===== config.mk =====
export PLATFORM = sky130hd
export DESIGN_NAME = fgpp_fifo
export DESIGN_NICKNAME = d
export VERILOG_FILES = /design/src/rtl/fgpp_pkg.sv /design/src/rtl/fgpp_fifo.sv
export SDC_FILE = /design/constraint.sdc
export NUM_CORES = 1
export LEC_CHECK = 0
export ABC_AREA = 1
export CAP_MARGIN = 20
export CORE_UTILIZATION = 45
export DETAILED_ROUTE_END_ITERATION = 10
export DONT_BUFFER_PORTS = 1
export GPL_TIMING_DRIVEN = 0
export MAX_ROUTING_LAYER = met4
export PLACE_DENSITY = 0.57
export SYNTH_ARGS = -nofsm -noshare
export SYNTH_HDL_FRONTEND = slang
export SYNTH_SLANG_ARGS = --single-unit
export TNS_END_PERCENT = 10

===== constraint.sdc =====
create_clock -name clk -period 5.6 [get_ports clk]
set_input_delay 1.12 -clock clk [delete_from_list [all_inputs] [get_ports clk]]
set_output_delay 1.12 -clock clk [all_outputs]
set_load 0.05 [all_outputs]

===== src/rtl/fgpp_pkg.sv =====
package fgpp_pkg;

  localparam int SAMPLE_W = 8;
  localparam int REG_W = 13;
  localparam int HALF_W = 12;
  localparam int SUM_W = 40;
  localparam int GPP_W = 25;
  localparam int DIV_W = 27;
  localparam int CFG_IDX_W = 2;

  localparam int MAX_WIDTH_DEF = 4096;
  localparam int FRAC_BITS_DEF = 16;

  localparam int REG_MAX = (1 << REG_W) - 1;
  localparam logic [REG_W-1:0] WIDTH_RST = REG_W'(1920);
  localparam logic [REG_W-1:0] HEIGHT_RST = REG_W'(1080);

  localparam logic [CFG_IDX_W-1:0] REG_FRAME_WIDTH = CFG_IDX_W'(0);
  localparam logic [CFG_IDX_W-1:0] REG_FRAME_HEIGHT = CFG_IDX_W'(1);

  localparam int Q_DEPTH = 2;
  localparam int Q_AW = 1;
  localparam int Q_CNT_W = 2;

  typedef struct packed {
    logic [SUM_W-1:0] sum;
    logic [HALF_W-1:0] half_w;
    logic [HALF_W-1:0] half_h;
  } job_t;

endpackage


===== src/rtl/fgpp_fifo.sv =====
module fgpp_fifo (
  input  logic                         clk,
  input  logic                         rst,
  input  logic                         wr_en,
  input  fgpp_pkg::job_t               wr_data,
  input  logic                         rd_en,
  output fgpp_pkg::job_t               rd_data,
  output logic                         not_empty,
  output logic [fgpp_pkg::Q_CNT_W-1:0] count
);
  import fgpp_pkg::*;

  job_t store [Q_DEPTH];
  logic [Q_AW-1:0] wr_ptr;
  logic [Q_AW-1:0] rd_ptr;

  assign not_empty = count != '0;
  assign rd_data = store[rd_ptr];

  always_ff @(posedge clk) begin
    if (rst) begin
      wr_ptr <= '0;
      rd_ptr <= '0;
      count <= '0;
    end else begin
      if (wr_en) wr_ptr <= wr_ptr + Q_AW'(1);
      if (rd_en) rd_ptr <= rd_ptr + Q_AW'(1);
      count <= count + Q_CNT_W'(wr_en) - Q_CNT_W'(rd_en);
    end
  end

  always_ff @(posedge clk) begin
    if (wr_en) store[wr_ptr] <= wr_data;
  end

endmodule


==> impl_metrics.json, run 1 <==
{
  "whs_path_depth": 2,
  "drv_cap": 0,
  "fin_crit_sh": 0.482,
  "drive_gt1_frac": 0.403,
  "core_sq_um": 11000,
  "die_w_um": 109,
  "crit_family": "flip-flops",
  "status": "complete, no violations",
  "relSlewSlack": 0.426,
  "portBuffers": 0,
  "die_area_sq_um": 11900,
  "layout_common_cells": "edfxtp_1 (128), mux2_4 (60), clkbuf_16 (17)",
  "synth_seq_cells": 133,
  "worst-path-stages": 2,
  "area_delta_synth_final_pct": 15.8,
  "crit_buf_inv": 1,
  "cp.arrival_ns": 1.58,
  "cp_max_fo": 3,
  "drc_errors": 0,
  "post-route-min-period_ns": 2.70,
  "vdd_ir_drop_max_mv": 0.222,
  "path_cells": "inv_1 > nand2_1",
  "place_congestion": 0.709,
  "vias": 2044,
  "clock_latency_ns": 0.40,
  "cts_max_level": 4,
  "max_stage_delay_ns": 0.66,
  "synth_top_area_cell": "edfxtp_1",
  "final_cell_area_sq_um": 5950,
  "rsz0062_at_grt": "no",
  "power_per_cell_area_nw_per_um2": 435,
  "routed_wl_mm": 7.66,
  "end_kind": "output pin",
  "drt_pass1_iterations": 4,
  "criticalPathCategory": "reg -> out",
  "timing.rr.start": "count[0]",
  "power_leakage_nw": 2.15,
  "root_buffer": "clkbuf_16",
  "yosysTopAreaCellShare": 0.748,
  "crit_path_start_kind": "flop",
  "crit_path_top_delay_cell": "dfxtp_1",
  "clk_pin_slew_ns": 0.06,
  "layout.nets": 320,
  "regToRegSetupSlack_ns": 3.91,
  "grt_max_degree": 66,
  "holdBufCountCts": 0,
  "final_core_util": 0.542,
  "ys_seq_area_frac": 0.767,
  "worst_r2r_path_depth": 8,
  "diodes": 0,
  "grt_overflow": 0,
  "grt_usage": 0.143,
  "setup.worst_path.start": "count[1]",
  "synth.avg_cell_area_sq_um": 22.5,
  "drv_slew": 0,
  "clock_sinks": 133,
  "fmax_mhz": 370,
  "netlist_area_sq_um": 5140,
  "required_ns": 4.48,
  "start_util": 0.468,
  "setup_viol": 0,
  "antenna_found_initial": 0,
  "drt-wirelength-per-cell_um": 19.0,
  "hp-start": "rd_ptr",
  "syn-num-nets": 299,
  "r2r-end": "count[1]",
  "antenna_left": 0,
  "place_ws_ns": 3.33,
  "viasPerCell": 5.07,
  "hold_viol": 0,
  "finalClockSkew_ns": 0.00985,
  "num_rows": 38,
  "cts-resized-gates": 0,
  "dp_hpwl_mm": 4.90,
  "synthTopCellsByArea": "edfxtp_1 (75%), mux2_4 (18%), buf_12 (2.3%)",
  "cts_tree": "yes",
  "cts_max_path_buffers": 2,
  "yosysWarnings": 0,
  "post_dp_cell_area_sq_um": 5370,
  "syn_inst": 229,
  "setup_ws_ns": 2.90,
  "postCtsSetupBuffers": 0,
  "finalSetupTns_ns": 0,
  "worstMarginPinSlew_ns": 0.861,
  "holdCritPathClass": "reg -> reg",
  "cts_buffers": 17,
  "drt-initial-drc-count": 89,
  "ios": 135,
  "synth_cell_types": 14,
  "grt_pass1_vias": 2158,
  "final_common_cell": "edfxtp_1",
  "die_h_um": 109,
  "grt_pass1_wl_mm": 11.5
}
## per-stage QoR
step | hold WS, ns | std cells | power (mW)
6_report | 0.514 | 403 | 2.59
5_1_grt | 0.586 | 403 | 2.69
4_1_cts | 0.514 | 403 | 2.62
3_5_place_dp | 0.499 | 371 | 1.57
3_3_place_gp | 0.496 | 369 | 1.57
2_1_floorplan | 0.480 | 229 | 1.53
## power by group
part	switching, mW	internal [mW]
registers	0.0213	1.15
clock network	0.384	0.659
logic	0.259	0.112
total	0.664	1.92
## synth_stat cells
library cell and n:
inv_1 8, ha_1 2, a21oi_1 1, nand3_1 1, xnor2_1 1, nor3_1 1
mux2_2 4, buf_12 6, dfxtp_1 5, nor2_1 6, buf_6 1, edfxtp_1 128
nand2_1 5, mux2_4 60
## registers in the layout (all words and copies together), names as in the netlist, named ones only
signal	flops
wr_ptr	1
rd_ptr	1
store	128
count	2
## how the worst max path moves through the flow
stage	end	slack [ns]
floorplan	store[0][0]	1.27
global placement	store[0][61]	-0.44
detailed placement	store[1][60]	3.33
CTS	not_empty	2.88
global route	not_empty	2.84
finish	not_empty	2.90
## cell type report
class,instances,area [sq um]
plain buffers,7,131
clock buffers,22,484
clock inverters,10,96.3
fillers,858,5030
inverters,8,32.5
multi-input cells,81,1040
flip-flops and latches,133,3940
well taps,140,175
repair buffers,2,47.5
## per-layer routing
metal | GRT usage | part of all wire
met5 | - | 0
met4 | 0.0666 | 0.017
met3 | 0.0855 | 0.13
met2 | 0.201 | 0.47
met1 | 0.160 | 0.38
## cells by family after synthesis
family / Yosys count / synth area share
flops: 133 / 0.767
simple gates: 13 / 0.00998
xor+xnor: 1 / 0.00170
compound gates: 1 / 0.000973
fa+ha+maj: 2 / 0.00487
mux: 64 / 0.184
buf+inv: 15 / 0.0314
## tightest hold or removal path, cell delays in order (launching register included)
cell and delay, ns:
dfxtp_1 0.32, xnor2_1 0.08, nor2_1 0.08
Note: power is estimated with default switching activity, not from simulation.
==> run 2: changes to the inputs <==
clock period = 2.5 ns   (was 5.6 ns; I/O delays follow)
==> run 2 against run 1 <==
Against the previous run: wire length fell by 3.0%; global-route usage fell by 0.53 points; via count fell by 0.44%; sequential share of layout area fell by 0.26 points; final cell count did not move; total power rose by 130%; critical path depth did not move; register-to-register slack got worse by 3.1 ns; first-iteration DRC count fell by 1.1%; worst setup slack got worse by 2.5 ns; sequential cell count did not move.
==> impl_metrics.json, run 2 (same netlist as run 1, synthesis figures left out) <==
{
  "drv_slew": 0,
  "max_stage_delay_ns": 0.67,
  "routed_wl_mm": 7.43,
  "post-route-min-period_ns": 2.09,
  "die_w_um": 109,
  "start_util": 0.468,
  "status": "complete, no violations",
  "area_delta_synth_final_pct": 16.3,
  "holdBufCountCts": 0,
  "grt_pass1_wl_mm": 10.9,
  "crit_path_top_delay_cell": "dfxtp_1",
  "placed_cells_incl_taps": 371,
  "num_rows": 38,
  "grt_usage": 0.137,
  "power_per_cell_area_nw_per_um2": 992,
  "cts_max_path_buffers": 2,
  "holdCritPathClass": "in -> reg",
  "vias": 2035,
  "finalSetupTns_ns": 0,
  "cp.arrival_ns": 1.59,
  "grt_pass1_vias": 2040,
  "root_buffer": "clkbuf_16",
  "cts-resized-gates": 0,
  "crit_buf_inv": 1,
  "multi_input_area_sq_um": 1040,
  "criticalPathCategory": "reg -> out",
  "fmax_mhz": 480,
  "relSlewSlack": 0.442,
  "hold_slack_ns": 0.161,
  "finalClockSkew_ns": 0.00582,
  "die_area_sq_um": 11900,
  "cp_max_fo": 3,
  "crit_path_start_kind": "flop",
  "area.sequential_sq_um": 3940,
  "core_sq_um": 11000,
  "clock_latency_ns": 0.40,
  "viasPerCell": 5.05,
  "rsz0062_at_grt": "no",
  "cts_tree": "yes",
  "end_kind": "output pin",
  "cts_buffers": 17,
  "ios": 135,
  "clock_sinks": 133,
  "layout_common_cells": "edfxtp_1 (128), mux2_4 (60), clkbuf_16 (17)",
  "layout.nets": 320,
  "reg_top3": "store x128, count x2",
  "drt-wirelength-per-cell_um": 18.4,
  "largest_reg_flops": 128,
  "drt-initial-drc-count": 88,
  "path_cells": "inv_1 > nand2_1",
  "fill_cells": 835,
  "cts_max_level": 4,
  "worstMarginPinSlew_ns": 0.837,
  "postCtsSetupBuffers": 0,
  "portBuffers": 0,
  "stdcell_count": 403,
  "fin_crit_sh": 0.834,
  "antenna_found_initial": 0,
  "drv_cap": 0,
  "final_common_cell": "edfxtp_1",
  "diodes": 0,
  "antenna_left": 0,
  "drive_gt1_frac": 0.392,
  "vdd_ir_drop_max_mv": 0.412,
  "grt_max_degree": 66,
  "die_h_um": 109,
  "regMostFlops": "store",
  "place_congestion": 0.659,
  "drc_errors": 0,
  "hold_viol": 0,
  "crit_family": "flip-flops",
  "setup_viol": 0,
  "dp_hpwl_mm": 4.75,
  "power_leakage_nw": 2.16,
  "clk_pin_slew_ns": 0.06,
  "grt_overflow": 0,
  "drt_pass1_iterations": 4,
  "required_ns": 2.00
}
==> run 2: changes by cell type in the layout (fill, tap and decap cells not counted), sizes merged <==
cell,change
bufinv,+2
clkbuf,+2
clkinv,-1
clkinvlp,-1
inv,-2
==> run 2: report_power, final <==
part	total, mW	internal (mW)	switching, mW
combinational	0.828	0.250	0.578
clock	2.47	1.64	0.826
sequential	2.63	2.58	0.0478
==> run 2: layout make-up <==
| type | count | share of cell area |
|---|---|---|
| plain buffers | 7 | 0.0220 |
| clock buffers | 24 | 0.0806 |
| clock inverters | 8 | 0.0205 |
| inverters | 8 | 0.00544 |
| multi-input cells | 81 | 0.175 |
| flip-flops and latches | 133 | 0.660 |
| well taps | 140 | 0.0293 |
| repair buffers | 2 | 0.00795 |
==> run 2: worst reg2reg max path: stages, from the launching register on <==
cell     delay, ns
dfxtp_1       0.64
inv_1         0.12
ha_1          0.30
inv_1         0.04
ha_1          0.18
inv_1         0.05
nand2_1       0.06
a21oi_1       0.13
nor2_1        0.06
==> run 2: final timing paths <==
check	startpoint	endpoint	slack (ns)	depth (start not counted)
worst max-delay path	count[1]	not_empty	0.41	2
worst min-delay path	rst	count[0]	0.16	1
worst max register to register	count[0]	count[1]	0.82	8
worst min register to register	rd_ptr	rd_ptr	0.51	2
==> run 2: routing by layer <==
metal / wire length, um / global-route usage / vias to the layer above
met5: 0 / - / -
met4: 122 / 0.0666 / 0
met3: 781 / 0.0783 / 11
met2: 3840 / 0.214 / 86
met1: 2690 / 0.138 / 1005
li1: - / - / 933
==> run 2: per-stage QoR <==
stage,setup slack [ns],util,cell area (sq um),power [mW]
3_3_place_gp,-0.496,0.485,5320,3.50
4_1_cts,0.399,0.544,5980,5.99
5_1_grt,0.346,0.544,5980,6.13
3_5_place_dp,0.831,0.489,5370,3.52
2_1_floorplan,0.271,-,5150,3.43
6_report,0.415,0.544,5980,5.93
==> run 3: changes to the inputs <==
PLACE_DENSITY = 0.59   (was 0.57)
clock period = 1.8 ns   (was 2.5 ns; I/O delays follow)
==> run 3 against run 2 <==
Against the previous run: the flow now finishes with violations (negative setup slack); die area unchanged; total power up 36%; final cell count up 0.25%; hold slack worse by 0.13 ns; combinational power up 40%; clock power up 31%; utilization down 0.19 points; first-iteration DRC count up 6.8%; sequential share of layout area up 0.30 points; critical path type unchanged.
==> impl_metrics.json, run 3 (same netlist as run 1, synthesis figures left out) <==
{
  "status": "finished, violations left",
  "violations": "negative setup slack",
  "start_util": 0.468,
  "cts_buffers": 17,
  "cts_max_level": 4,
  "drv_cap": 0,
  "die_h_um": 109,
  "worstMarginPinSlew_ns": 0.865,
  "hold_slack_ns": 0.0264,
  "largest_reg_flops": 128,
  "netSwitchingFraction": 0.259,
  "relSlewSlack": 0.423,
  "cts_max_path_buffers": 2,
  "clock_sinks": 133,
  "setup_viol": 60,
  "rsz0062_at_grt": "yes",
  "final_cell_area_sq_um": 5960,
  "timing.rr.start": "wr_ptr",
  "final_common_cell": "edfxtp_1",
  "num_rows": 38,
  "clk_pin_slew_ns": 0.05,
  "grt_max_degree": 66,
  "routed_wl_mm": 7.61,
  "ios": 135,
  "root_buffer": "clkbuf_16",
  "cp_max_fo": 10,
  "layout.nets": 321,
  "regMostFlops": "store",
  "die_area_sq_um": 11900,
  "grt_overflow": 0,
  "p_clk_frac": 0.402,
  "diodes": 0,
  "finalClockSkew_ns": 0.00519,
  "portBuffers": 0,
  "drt-wirelength-per-cell_um": 18.8,
  "grt_usage": 0.141,
  "cell_internal_pwr_mw": 5.96,
  "area_delta_synth_final_pct": 15.9,
  "drive_gt1_frac": 0.413,
  "post_dp_cell_area_sq_um": 5370,
  "drt_pass1_iterations": 4,
  "antenna_left": 0,
  "post-route-min-period_ns": 1.82,
  "vdd_ir_drop_max_mv": 0.640,
  "grt_pass1_vias": 2194,
  "fmax_mhz": 550,
  "power_mw": 8.05,
  "grt_pass1_wl_mm": 11.4,
  "die_w_um": 109,
  "holdCritPathClass": "in -> reg",
  "switchingPower_mw": 2.09,
  "drv_slew": 0,
  "place_congestion": 0.638,
  "dp_hpwl_mm": 4.83,
  "final_core_util": 0.542,
  "antenna_found_initial": 0,
  "required_ns": 1.44,
  "fin_crit_sh": 1.01,
  "reg_top3": "store x128, count x2",
  "drc_errors": 0,
  "cts_tree": "yes",
  "viasPerCell": 5.05,
  "drt-initial-drc-count": 94,
  "layout_common_cells": "edfxtp_1 (128), mux2_4 (60), clkbuf_16 (17)",
  "cp.arrival_ns": 1.46,
  "seqPwrFrac": 0.454,
  "power_leakage_nw": 2.15,
  "clock_latency_ns": 0.40,
  "core_sq_um": 11000,
  "vias": 2040,
  "crit_path_start_kind": "flop",
  "hold_viol": 0,
  "setup_ws_ns": -0.0186,
  "p_comb_frac": 0.144,
  "hp-start": "rst",
  "end_kind": "output pin",
  "power_per_cell_area_nw_per_um2": 1350,
  "postCtsSetupBuffers": 0,
  "criticalPathCategory": "reg -> out"
}
==> run 3: metal layers <==
metal | share of wire | track usage
met1 | 0.39 | 0.149
met5 | 0 | -
met4 | 0.011 | 0.0666
met2 | 0.49 | 0.213
met3 | 0.11 | 0.0807
==> run 3: layout make-up <==
cell class	count	area, sq um
well taps	140	175
plain buffers	7	140
clock inverters	14	136
multi-input cells	81	1050
fillers	840	5030
repair buffers	3	50.0
clock buffers	18	429
inverters	8	32.5
flip-flops and latches	133	3950
==> run 3: stage by stage <==
stage	instances	setup TNS (ns)	setup WS, ns
6_report	404	-0.607	-0.0186
5_1_grt	404	-4.26	-0.0786
4_1_cts	404	-2.69	-0.0526
3_5_place_dp	371	0	0.119
3_3_place_gp	369	-105.11	-1.11
2_1_floorplan	229	-20.38	-0.316
==> run 3: worst paths after layout <==
path | to | slack [ns] | cells after the start
worst min register to register | rd_ptr | 0.52 | 2
worst min-delay path | rd_ptr | 0.03 | 1
worst max-delay path | rd_data[37] | -0.02 | 3
worst max register to register | store[1][34] | 0.24 | 2
==> run 3: power by group through the flow <==
| stage | Sequential (mW) | Clock, mW | Combinational (mW) |
|---|---|---|---|
| floorplan | 3.71 | 0 | 1.06 |
| global placement | 3.72 | 0 | 1.15 |
| detailed placement | 3.72 | 0 | 1.17 |
| CTS | 3.66 | 3.30 | 1.18 |
| global route | 3.67 | 3.44 | 1.21 |
| finish | 3.66 | 3.24 | 1.16 |
==> run 3: critical path, stage by stage, from the launching register on <==
cell     delay, ns
dfxtp_2       0.34
buf_12        0.16
buf_12        0.16
mux2_4        0.39
==> run 3: what timing repair did <==
action / 4_1_cts / 5_1_grt
cloned: 0 / 0
gates resized for setup: 6 / 0
setup endpoints to repair: 65 / 60
hold endpoints to repair: 1 / 0
hold buffers: 1 / 0
