$ cat config.mk
export PLATFORM = sky130hd
export DESIGN_NAME = fgpp_back
export DESIGN_NICKNAME = d
export VERILOG_FILES = /design/src/rtl/fgpp_pkg.sv /design/src/rtl/fgpp_back.sv
export SDC_FILE = /design/constraint.sdc
export NUM_CORES = 1
export LEC_CHECK = 0
export ABC_AREA = 1
export BUFFER_PORTS_ARGS = -buffer_cell sky130_fd_sc_hd__buf_2
export CAP_MARGIN = 10
export CELL_PAD_IN_SITES_DETAIL_PLACEMENT = 1
export CELL_PAD_IN_SITES_GLOBAL_PLACEMENT = 1
export CORE_MARGIN = 4
export CORE_UTILIZATION = 25
export CTS_CLUSTER_SIZE = 25
export DETAILED_ROUTE_END_ITERATION = 12
export HOLD_SLACK_MARGIN = 0.1
export PLACE_DENSITY_LB_ADDON = 0.15
export SLEW_MARGIN = 20
export SYNTH_ARGS = -nofsm -noshare
export SYNTH_HDL_FRONTEND = slang
export SYNTH_SLANG_ARGS = --single-unit
$ cat constraint.sdc
create_clock -name clk -period 10.38 [get_ports clk]
set_clock_uncertainty 0.15 [all_clocks]
set_input_delay 1.038 -clock clk [delete_from_list [all_inputs] [get_ports clk]]
set_output_delay 1.038 -clock clk [all_outputs]
set_load 0.01 [all_outputs]
$ cat src/rtl/fgpp_pkg.sv
package fgpp_pkg;

  localparam int SAMPLE_W = 8;
  localparam int REG_W = 13;
  localparam int HALF_W = 12;
  localparam int SUM_W = 40;
  localparam int GPP_W = 25;
  localparam int DIV_W = 27;
  localparam int CFG_IDX_W = 2;

  localparam int MAX_WIDTH_DEF = 4096;
  localparam int FRAC_BITS_DEF = 16;

  localparam int REG_MAX = (1 << REG_W) - 1;
  localparam logic [REG_W-1:0] WIDTH_RST = REG_W'(1920);
  localparam logic [REG_W-1:0] HEIGHT_RST = REG_W'(1080);

  localparam logic [CFG_IDX_W-1:0] REG_FRAME_WIDTH = CFG_IDX_W'(0);
  localparam logic [CFG_IDX_W-1:0] REG_FRAME_HEIGHT = CFG_IDX_W'(1);

  localparam int Q_DEPTH = 2;
  localparam int Q_AW = 1;
  localparam int Q_CNT_W = 2;

  typedef struct packed {
    logic [SUM_W-1:0] sum;
    logic [HALF_W-1:0] half_w;
    logic [HALF_W-1:0] half_h;
  } job_t;

endpackage

$ cat src/rtl/fgpp_back.sv
module fgpp_back #(
  parameter int FRAC_BITS = fgpp_pkg::FRAC_BITS_DEF
) (
  input  logic                           clk,
  input  logic                           rst,
  input  logic                           job_valid,
  input  fgpp_pkg::job_t                 job,
  output logic                           job_pop,
  input  logic                           pop,
  output logic                           empty,
  output logic [fgpp_pkg::GPP_W-1:0]     gpp_q16,
  output logic [fgpp_pkg::SUM_W-1:0]     gradient_sum
);
  import fgpp_pkg::*;

  localparam int NQ_W = SUM_W + FRAC_BITS;
  localparam int CNT_W = $clog2(NQ_W + 1);

  localparam logic [2:0] ST_IDLE = 3'd0;
  localparam logic [2:0] ST_MUL = 3'd1;
  localparam logic [2:0] ST_SCALE = 3'd2;
  localparam logic [2:0] ST_DIV = 3'd3;
  localparam logic [2:0] ST_DONE = 3'd4;

  logic [2:0] state;
  logic [SUM_W-1:0] sum_hold;
  logic [HALF_W-1:0] half_w;
  logic [HALF_W-1:0] half_h;
  logic [2*HALF_W-1:0] prod;
  logic [DIV_W-1:0] divisor;
  logic [DIV_W-1:0] rem;
  logic [NQ_W-1:0] quo;
  logic [CNT_W-1:0] cnt;
  logic out_valid;

  logic [DIV_W:0] trial;
  logic ge;
  logic out_load;

  assign job_pop = state == ST_IDLE && job_valid;
  assign empty = !out_valid;
  assign out_load = state == ST_DONE && (!out_valid || pop);

  always_comb begin
    trial = {rem, quo[NQ_W-1]};
    ge = trial >= {1'b0, divisor};
  end

  always_ff @(posedge clk) begin
    if (rst) begin
      state <= ST_IDLE;
      out_valid <= 1'b0;
      cnt <= '0;
    end else begin
      if (out_load) out_valid <= 1'b1;
      else if (pop) out_valid <= 1'b0;
      unique case (state)
        ST_IDLE: if (job_valid) state <= ST_MUL;
        ST_MUL: state <= ST_SCALE;
        ST_SCALE: begin
          cnt <= CNT_W'(NQ_W);
          state <= ST_DIV;
        end
        ST_DIV: begin
          cnt <= cnt - CNT_W'(1);
          if (cnt == CNT_W'(1)) state <= ST_DONE;
        end
        ST_DONE: if (out_load) state <= ST_IDLE;
        default: state <= ST_IDLE;
      endcase
    end
  end

  always_ff @(posedge clk) begin
    case (state)
      ST_IDLE: begin
        sum_hold <= job.sum;
        half_w <= job.half_w;
        half_h <= job.half_h;
      end
      ST_MUL: begin
        prod <= (2*HALF_W)'(half_w) * (2*HALF_W)'(half_h);
        quo <= {sum_hold, {FRAC_BITS{1'b0}}};
        rem <= '0;
      end
      ST_SCALE: divisor <= DIV_W'({prod, 2'b00}) + DIV_W'({prod, 1'b0});
      ST_DIV: begin
        rem <= ge ? DIV_W'(trial - {1'b0, divisor}) : trial[DIV_W-1:0];
        quo <= {quo[NQ_W-2:0], ge};
      end
      default: ;
    endcase
    if (out_load) begin
      gradient_sum <= sum_hold;
      gpp_q16 <= (quo[NQ_W-1:GPP_W] != '0) ? {GPP_W{1'b1}} : quo[GPP_W-1:0];
    end
  end

endmodule

==> flow_metrics.env, run 1 <==
export IMPL_crit_chain="nand2_1, fa_1, fa_1, inv_1, fa_1, fa_1, inv_1, fa_1, inv_1, ha_1, a21oi_1, o21ai_0, nand2_1, nand3_1, xor2_1"
export IMPL_ys_seq_area_frac=0.448
export IMPL_finalSetupViolations=0
export IMPL_synth_cells=1991
export IMPL_cts_root_buf="clkbuf_16"
export IMPL_required_ns=10.54
export IMPL_timing_rr_start="half_w[0]"
export IMPL_overflow=0
export IMPL_r2r_end="prod[16]"
export IMPL_cp_start_kind="register"
export IMPL_clock_path_buffers=3
export IMPL_syn_nets=2276
export IMPL_worstHoldStart="sum_hold[4]"
export IMPL_first_global_vias=14400
export IMPL_worstHoldEndpoint="gradient_sum[4]"
export IMPL_hold_depth=0
export IMPL_ys_ff_latch=272
export IMPL_clkSinkCount=272
export IMPL_grt_max_degree=72
export IMPL_yosysMostFrequentCell="nand2_1"
export IMPL_synthFlopType="edfxtp_1"
export IMPL_holdCritPathClass="register to register"
export IMPL_yosys_warnings=0
export IMPL_io_pins=135
export IMPL_drt_pre_antenna_iters=4
export IMPL_die_area_um2=76300
export IMPL_antenna_found_initial=0
export IMPL_regToRegSetupSlack_ns=4.78
export IMPL_critPathMaxFanout=12
export IMPL_hpwl_um=41300
export IMPL_gp_congestion=0.828
export IMPL_grt_first_pass_wirelength_um=83200
export IMPL_diodes=0
export IMPL_cap_violations=0
export IMPL_numPortBuffers=134
export IMPL_max_stage_delay_ns=0.82
export IMPL_tns_ns=0
export IMPL_rsz0062_at_grt="no"
export IMPL_max_slew_worst_pin_slew_ns=1.03
export IMPL_slew_limit_headroom=0.305
export IMPL_crit_type="register to register"
export IMPL_cts_tree="done"
export IMPL_cts_htree_levels=2
export IMPL_track_usage=0.136
export IMPL_synth_top_area_frac=0.437
export IMPL_post_cts_buffers=0
export IMPL_worstSkewPairLatency_ns=0.54
export IMPL_hold_viol=0
export IMPL_fin_crit_ns=5.60
export IMPL_ys_types=42
export IMPL_arrival_ns=5.76
export IMPL_cts_reportedPaths_clkPinSlew_ns=0.06
export IMPL_cp_slowest_cell="edfxtp_1"
export IMPL_drc=0
export IMPL_nNetsFinal=2410
export IMPL_cp_end_kind="register"
export IMPL_ant_nets=0
export IMPL_post_route_period_util=0.539
export IMPL_drive_gt1_frac=0.105
export IMPL_postCtsResizedCells=0
export IMPL_wl_per_cell_um=16.8
export IMPL_core_region_area_um2=71400
export IMPL_drt_iter0_markers=625
export IMPL_ff2ff_path_depth=15
export IMPL_yosys_top_cells_area="edfxtp_1 (44%), nand2_1 (12%), fa_1 (11%)"
export IMPL_synth_edf_count=262
export IMPL_syn_area_um2=18000
export IMPL_status="completed"
export IMPL_drt_total_wl_um=52200
export IMPL_drv_slew=0
export IMPL_rows=98
export IMPL_cpMostUsedCell="fa_1"
export IMPL_area_delta_synth_final_pct=16.5
export IMPL_vias=13200
export IMPL_fmax_ghz=0.179
export IMPL_cts_buffers=34
export IMPL_yosys_top_cells_count="nand2_1 (587), inv_1 (401), edfxtp_1 (262)"
export IMPL_syn_area_per_cell_um2=9.04
export IMPL_async_flop_share=0
export IMPL_routed_via_density=4.25
export IMPL_fp_dieW_um=276
export IMPL_die_h_um=276
export IMPL_synth_area_leader_cell="edfxtp_1"
export IMPL_start_util=0.252
export IMPL_ctsHoldBuffers=0
-- stage by stage --
| stage | instances | hold slack [ns] | utilization | worst slack, ns | instance area, µm² |
|---|---|---|---|---|---|
| floorplan | 1991 | 0.276 | - | 2.34 | 18000 |
| global placement | 3039 | 0.285 | 0.277 | 4.75 | 19700 |
| detailed placement | 3039 | 0.289 | 0.277 | 4.81 | 19700 |
| CTS | 3101 | 0.303 | 0.294 | 4.78 | 21000 |
| global route | 3101 | 0.318 | 0.294 | 4.58 | 21000 |
| finish | 3101 | 0.302 | 0.294 | 4.78 | 21000 |
-- worst max path at each step --
stage / to / startpoint / depth (start not counted)
6_report: prod[16] / half_w[0] / 15
3_5_place_dp: prod[15] / half_w[1] / 15
3_3_place_gp: prod[15] / half_w[1] / 15
5_1_grt: prod[15] / half_w[1] / 15
2_1_floorplan: gpp_q16[0] / pop / 2
4_1_cts: prod[15] / half_w[1] / 15
-- cells in the final DEF (no fill, tap or decap), types with 5 or more instances in the layout --
master,Yosys,layout
a21o_1,6,6
a21oi_1,67,67
a31oi_1,5,5
buf_2,5,134
buf_4,0,8
bufinv_16,0,5
clkbuf_1,35,5
clkbuf_16,0,36
dfxtp_1,10,10
edfxtp_1,262,262
fa_1,102,102
ha_1,115,115
inv_1,401,401
nand2_1,587,587
nand2_2,6,6
nand3_1,66,66
nand4_1,18,18
nor2_1,147,142
nor2_2,5,6
nor2_4,1,5
nor3_1,13,13
nor4_1,10,9
o21ai_0,37,37
o21ai_1,7,7
o21bai_1,8,8
xnor2_1,22,22
xor2_1,27,27
-- critical path, delay by kind of cell, from the launching register on --
kind                       cells  cell delay (ns)
xor gates and xnor gates       1             0.38
buffers and inverters          3             0.15
AOI/OAI and AO/OA              2             0.38
DFF                            1             0.82
and+or+nand+nor                3             0.40
adders and majority gates      6             3.07
-- final cells by class --
cell class,instances,area [µm²]
well taps,950,1190
flip-flops and latches,272,8070
inverters,404,1520
clock inverters,18,245
repair buffers,142,731
multi-input cells,1271,8250
fillers,8371,50400
clock buffers,44,961
-- state kept, by name, indices dropped and copies added, names as in the netlist --
| name | flops |
|---|---|
| quo | 56 |
| gradient_sum | 40 |
| sum_hold | 40 |
| rem | 27 |
| divisor | 26 |
| gpp_q16 | 25 |
| prod | 24 |
| half_h | 12 |
| half_w | 12 |
| cnt | 6 |
| state | 3 |
| out_valid | 1 |
-- logic make-up after synthesis --
logic type               synth area share
AND/OR/NAND/NOR                     0.197
buffers and inverters              0.0955
flip-flops                          0.448
adder cells (fa/ha/maj)             0.193
AO/OA/AOI/OAI                      0.0423
XOR/XNOR                           0.0238
-- layer usage --
layer  share of wire  vias up  track usage  wire length (µm)
met5               0        -            0                 0
met4           0.024        0       0.0366              1270
met3           0.023       65       0.0177              1210
met2            0.49      117        0.236             25700
met1            0.46     6465        0.180             24000
li1                -     6528            -                 -
Power of run 1 is left out: the tool's default activity adds up to more than one toggle a clock period on the data nets, which glitch-free logic cannot reach.
==> run 2: changes to the inputs <==
clock period = 5.52 ns   (was 10.38 ns; I/O delays follow)
==> run 2 against run 1 <==
  * Non-clock buffer count up 117
  * Sequential cell count unchanged
  * Critical path type unchanged
  * Clock-buffer cell count down 1
  * Via count up 3.2%
  * Die area unchanged
  * First-iteration DRC count down 17%
  * Global-route usage up 0.25 points
==> flow_metrics.env, run 2 (synthesis gave the netlist of run 1 again) <==
export IMPL_rows=98
export IMPL_io_pins=135
export IMPL_cp_start_kind="register"
export IMPL_start_util=0.252
export IMPL_core_region_area_um2=71400
export IMPL_nNetsFinal=2527
export IMPL_track_usage=0.139
export IMPL_clkSinkCount=272
export IMPL_fin_crit_ns=5.31
export IMPL_drc=0
export IMPL_final_cell_mix="nand2_1 (587), inv_1 (401), edfxtp_1 (262), nor2_1 (141), buf_2 (136)"
export IMPL_die_h_um=276
export IMPL_slew_limit_headroom=0.346
export IMPL_post_route_period_util=0.962
export IMPL_area_delta_synth_final_pct=21.7
export IMPL_cts_buffers=34
export IMPL_drive_gt1_frac=0.123
export IMPL_hold_slack_ns=0.144
export IMPL_holdCritPathClass="input pin to register"
export IMPL_n_fill_cell=8343
export IMPL_crit_chain="buf_4, nand2_1, fa_1, fa_1, inv_1, ha_1, fa_1, inv_1, fa_1, inv_1, ha_1, a21oi_1, o21ai_0, a21o_1, a21oi_1, xor2_1"
export IMPL_finalSetupViolations=0
export IMPL_hpwl_um=41800
export IMPL_critPathMaxFanout=10
export IMPL_crit_family="adder cells"
export IMPL_regArea_um2=8070
export IMPL_drv_slew=0
export IMPL_vias=13600
export IMPL_clock_path_buffers=3
export IMPL_cts_htree_levels=2
export IMPL_drt_iter0_markers=519
export IMPL_drt_pre_antenna_iters=4
export IMPL_reg_top3="quo (56), gradient_sum (40), sum_hold (40)"
export IMPL_worstSkewPairLatency_ns=0.54
export IMPL_numPortBuffers=134
export IMPL_multi_input_area_um2=8260
export IMPL_cpMostUsedCell="fa_1"
export IMPL_routed_via_density=4.22
export IMPL_cts_tree="done"
export IMPL_rsz0062_at_grt="no"
export IMPL_cp_slowest_cell="edfxtp_1"
export IMPL_status="completed"
export IMPL_max_stage_delay_ns=0.58
export IMPL_required_ns=5.70
export IMPL_gp_congestion=0.831
export IMPL_cts_reportedPaths_clkPinSlew_ns=0.06
export IMPL_cp_end_kind="register"
export IMPL_grt_max_degree=70
export IMPL_fmax_ghz=0.188
export IMPL_ant_nets=0
export IMPL_fp_dieW_um=276
export IMPL_wl_per_cell_um=16.6
export IMPL_cap_violations=0
export IMPL_die_area_um2=76300
export IMPL_arrival_ns=5.49
export IMPL_cts_root_buf="clkbuf_16"
export IMPL_max_slew_worst_pin_slew_ns=0.981
export IMPL_final_common_cell="nand2_1"
export IMPL_largest_register_ffs=56
export IMPL_grt_first_pass_wirelength_um=84800
export IMPL_hold_viol=0
export IMPL_drt_total_wl_um=53400
export IMPL_overflow=0
export IMPL_antenna_found_initial=1
export IMPL_crit_type="register to register"
export IMPL_regMostFlops="quo"
export IMPL_first_global_vias=14900
export IMPL_path_buf_inv=4
run 2: changes by cell type in the layout (fill, tap and decap cells not counted), moves of 2 or more:
cell	previous run	this run
dlygate4sd3_1	0	64
buf_4	8	58
bufinv_16	5	1
buf_2	134	136
clkinv_2	4	6
nor2_2	6	8
run 2: final timing paths:
path / slack, ns / from / cells after the start / endpoint
max: 0.21 / half_h[3] / 16 / prod[15]
min: 0.14 / rst / 2 / cnt[2]
max reg2reg: 0.21 / half_h[3] / 16 / prod[15]
min reg2reg: 0.30 / sum_hold[1] / 0 / gradient_sum[1]
run 2: routing by layer:
metal	GRT usage	vias up	wire length (µm)
met5	0	-	0
met4	0.0379	0	1330
met3	0.0195	69	1350
met2	0.241	147	26100
met1	0.182	6622	24600
li1	-	6761	-
run 2: repair_timing:
item	CTS	global route
endpoints found under the setup margin	1	9
setup buffers	2	39
endpoints found under the hold margin	64	0
hold buffers	64	0
gates resized for setup	0	2
pin swaps	0	0
run 2: area by class of cell:
type | instances | share of cell area
inverters | 404 | 0.0693
well taps | 950 | 0.0543
clock inverters | 19 | 0.00714
repair buffers | 259 | 0.0812
clock buffers | 43 | 0.0423
multi-input cells | 1271 | 0.377
diodes | 1 | 0.000114
flip-flops and latches | 272 | 0.368
run 2: stage by stage:
stage | utilization | setup TNS [ns] | setup WS [ns] | cells | instance area [µm²]
3_5_place_dp | 0.278 | 0 | 0.0215 | 3051 | 19800
3_3_place_gp | 0.278 | -0.0141 | -0.0141 | 3051 | 19800
4_1_cts | 0.302 | 0 | 0.0287 | 3179 | 21600
6_report | 0.307 | 0 | 0.209 | 3219 | 21900
2_1_floorplan | - | 0 | 0.669 | 1991 | 18000
5_1_grt | 0.307 | 0 | 0.0183 | 3219 | 21900
Power of run 2 is left out for the same reason.
==> run 3: changes to the inputs <==
CORE_MARGIN = 10   (was 4)
PLACE_DENSITY = 0.5   (was not set)
PLACE_DENSITY_LB_ADDON = not set   (was 0.15)
RECOVER_POWER = 100   (was not set)
==> run 3 against run 2 <==
  * Register-to-register slack better by 0.10 ns
  * Clock-buffer cell count fell by 2
  * First-iteration DRC count fell by 7.5%
  * Non-clock buffer count decreased by 26
  * Cell area down 1.8%
  * Sequential cell count did not move
  * Hold slack improved by 0.029 ns
  * Fmax up 2.0%
  * The run now ends with capacitance limit, slew limit left
  * Via count shrank 1.2%
  * Critical endpoint is now prod[20]
==> flow_metrics.env, run 3 (synthesis gave the netlist of run 1 again) <==
export IMPL_postPlaceCellArea_um2=19800
export IMPL_reg_top3="quo (56), gradient_sum (40), sum_hold (40)"
export IMPL_cts_root_buf="clkbuf_16"
export IMPL_diodes=0
export IMPL_cts_htree_levels=2
export IMPL_rsz0062_at_grt="no"
export IMPL_gp_congestion=0.804
export IMPL_post_route_period_util=0.943
export IMPL_cts_buffers=35
export IMPL_drt_pre_antenna_iters=6
export IMPL_overflow=0
export IMPL_crit_type="register to register"
export IMPL_finalSetupViolations=0
export IMPL_post_route_util=0.301
export IMPL_drt_total_wl_um=51800
export IMPL_drv_slew=245
export IMPL_cts_tree="done"
export IMPL_track_usage=0.125
export IMPL_hold_slack_ns=0.173
export IMPL_fp_dieW_um=288
export IMPL_hold_viol=0
export IMPL_vias=13400
export IMPL_first_global_vias=15100
export IMPL_max_slew_worst_pin_slew_ns=3.83
export IMPL_start_util=0.252
export IMPL_cp_start_kind="register"
export IMPL_cp_end_kind="register"
export IMPL_ant_nets=0
export IMPL_grt_first_pass_wirelength_um=82800
export IMPL_numPortBuffers=134
export IMPL_drt_iter0_markers=480
export IMPL_die_h_um=288
export IMPL_slew_limit_headroom=-1.55
export IMPL_wl_per_cell_um=16.2
export IMPL_final_cell_mix="nand2_1 (587), inv_1 (402), edfxtp_1 (262), nor2_1 (146), ha_1 (115)"
export IMPL_clkSinkCount=272
export IMPL_holdCritPathClass="input pin to register"
export IMPL_rows=98
export IMPL_drive_gt1_frac=0.0683
export IMPL_routed_via_density=4.21
export IMPL_clock_path_buffers=3
export IMPL_antenna_found_initial=0
export IMPL_violations="capacitance limit, slew limit"
export IMPL_fin_crit_ns=5.21
export IMPL_drc=0
export IMPL_area_delta_synth_final_pct=19.4
export IMPL_fmax_ghz=0.192
export IMPL_hpwl_um=40600
export IMPL_tns_ns=0
export IMPL_grt_max_degree=66
export IMPL_core_region_area_um2=71500
export IMPL_required_ns=5.64
export IMPL_critPathMaxFanout=7
export IMPL_final_area_um2=21500
export IMPL_nNetsFinal=2502
export IMPL_cap_violations=5
export IMPL_io_pins=135
export IMPL_arrival_ns=5.33
export IMPL_regMostFlops="quo"
export IMPL_worstSkewPairLatency_ns=0.53
export IMPL_die_area_um2=83100
export IMPL_status="finished, violations left"
export IMPL_cts_reportedPaths_clkPinSlew_ns=0.06
export IMPL_final_common_cell="nand2_1"
export IMPL_largest_register_ffs=56
==> run 3: timing repair <==
item                                    4_1_cts  5_1_grt
endpoints found under the hold margin        64        0
gates resized for setup                       0        1
hold buffers                                 64        0
buffers inserted                              0       18
endpoints found under the setup margin        0        5
==> run 3: layout make-up <==
class | instances | area [µm²]
fill | 8441 | 50000
clock inverter | 19 | 138
inverter | 404 | 1520
multi-input combinational | 1271 | 8230
sequential | 272 | 8070
timing repair buffer | 233 | 1460
clock buffer | 41 | 898
tap | 950 | 1190
==> run 3: per-layer routing <==
| metal | up-vias | GRT usage | share of wire |
|---|---|---|---|
| li1 | 6698 | - | - |
| met1 | 6532 | 0.152 | 0.44 |
| met2 | 138 | 0.226 | 0.51 |
| met3 | 68 | 0.0182 | 0.027 |
| met4 | 0 | 0.0363 | 0.025 |
| met5 | - | 0 | 0 |
==> run 3: path summary, 6_finish.rpt <==
kind / to / from / cells past startpoint / slack [ns]
max reg2reg: prod[20] / half_w[2] / 18 / 0.31
min reg2reg: gradient_sum[2] / sum_hold[2] / 0 / 0.29
max: prod[20] / half_w[2] / 18 / 0.31
min: state[1] / rst / 2 / 0.17
==> run 3: through the flow <==
| step | setup WS (ns) | cells |
|---|---|---|
| finish | 0.313 | 3190 |
| global route | 0.0270 | 3190 |
| CTS | 0.244 | 3172 |
| detailed placement | 0.240 | 3048 |
| global placement | 0.312 | 3048 |
| floorplan | 0.669 | 1991 |
==> run 3: critical path, cell delays in order (launching register included) <==
cell and delay (ns):
edfxtp_1 0.50, clkbuf_1 0.23, nand2_1 0.07, inv_1 0.07, fa_1 0.43, ha_1 0.24
fa_1 0.55, inv_1 0.05, fa_1 0.47, fa_1 0.55, inv_1 0.04, ha_1 0.36
a21oi_1 0.28, o21ai_0 0.21, clkbuf_1 0.19, nand3_1 0.09, nand3_1 0.15, a21oi_1 0.21
xor2_1 0.09
Power of run 3 is left out for the same reason.
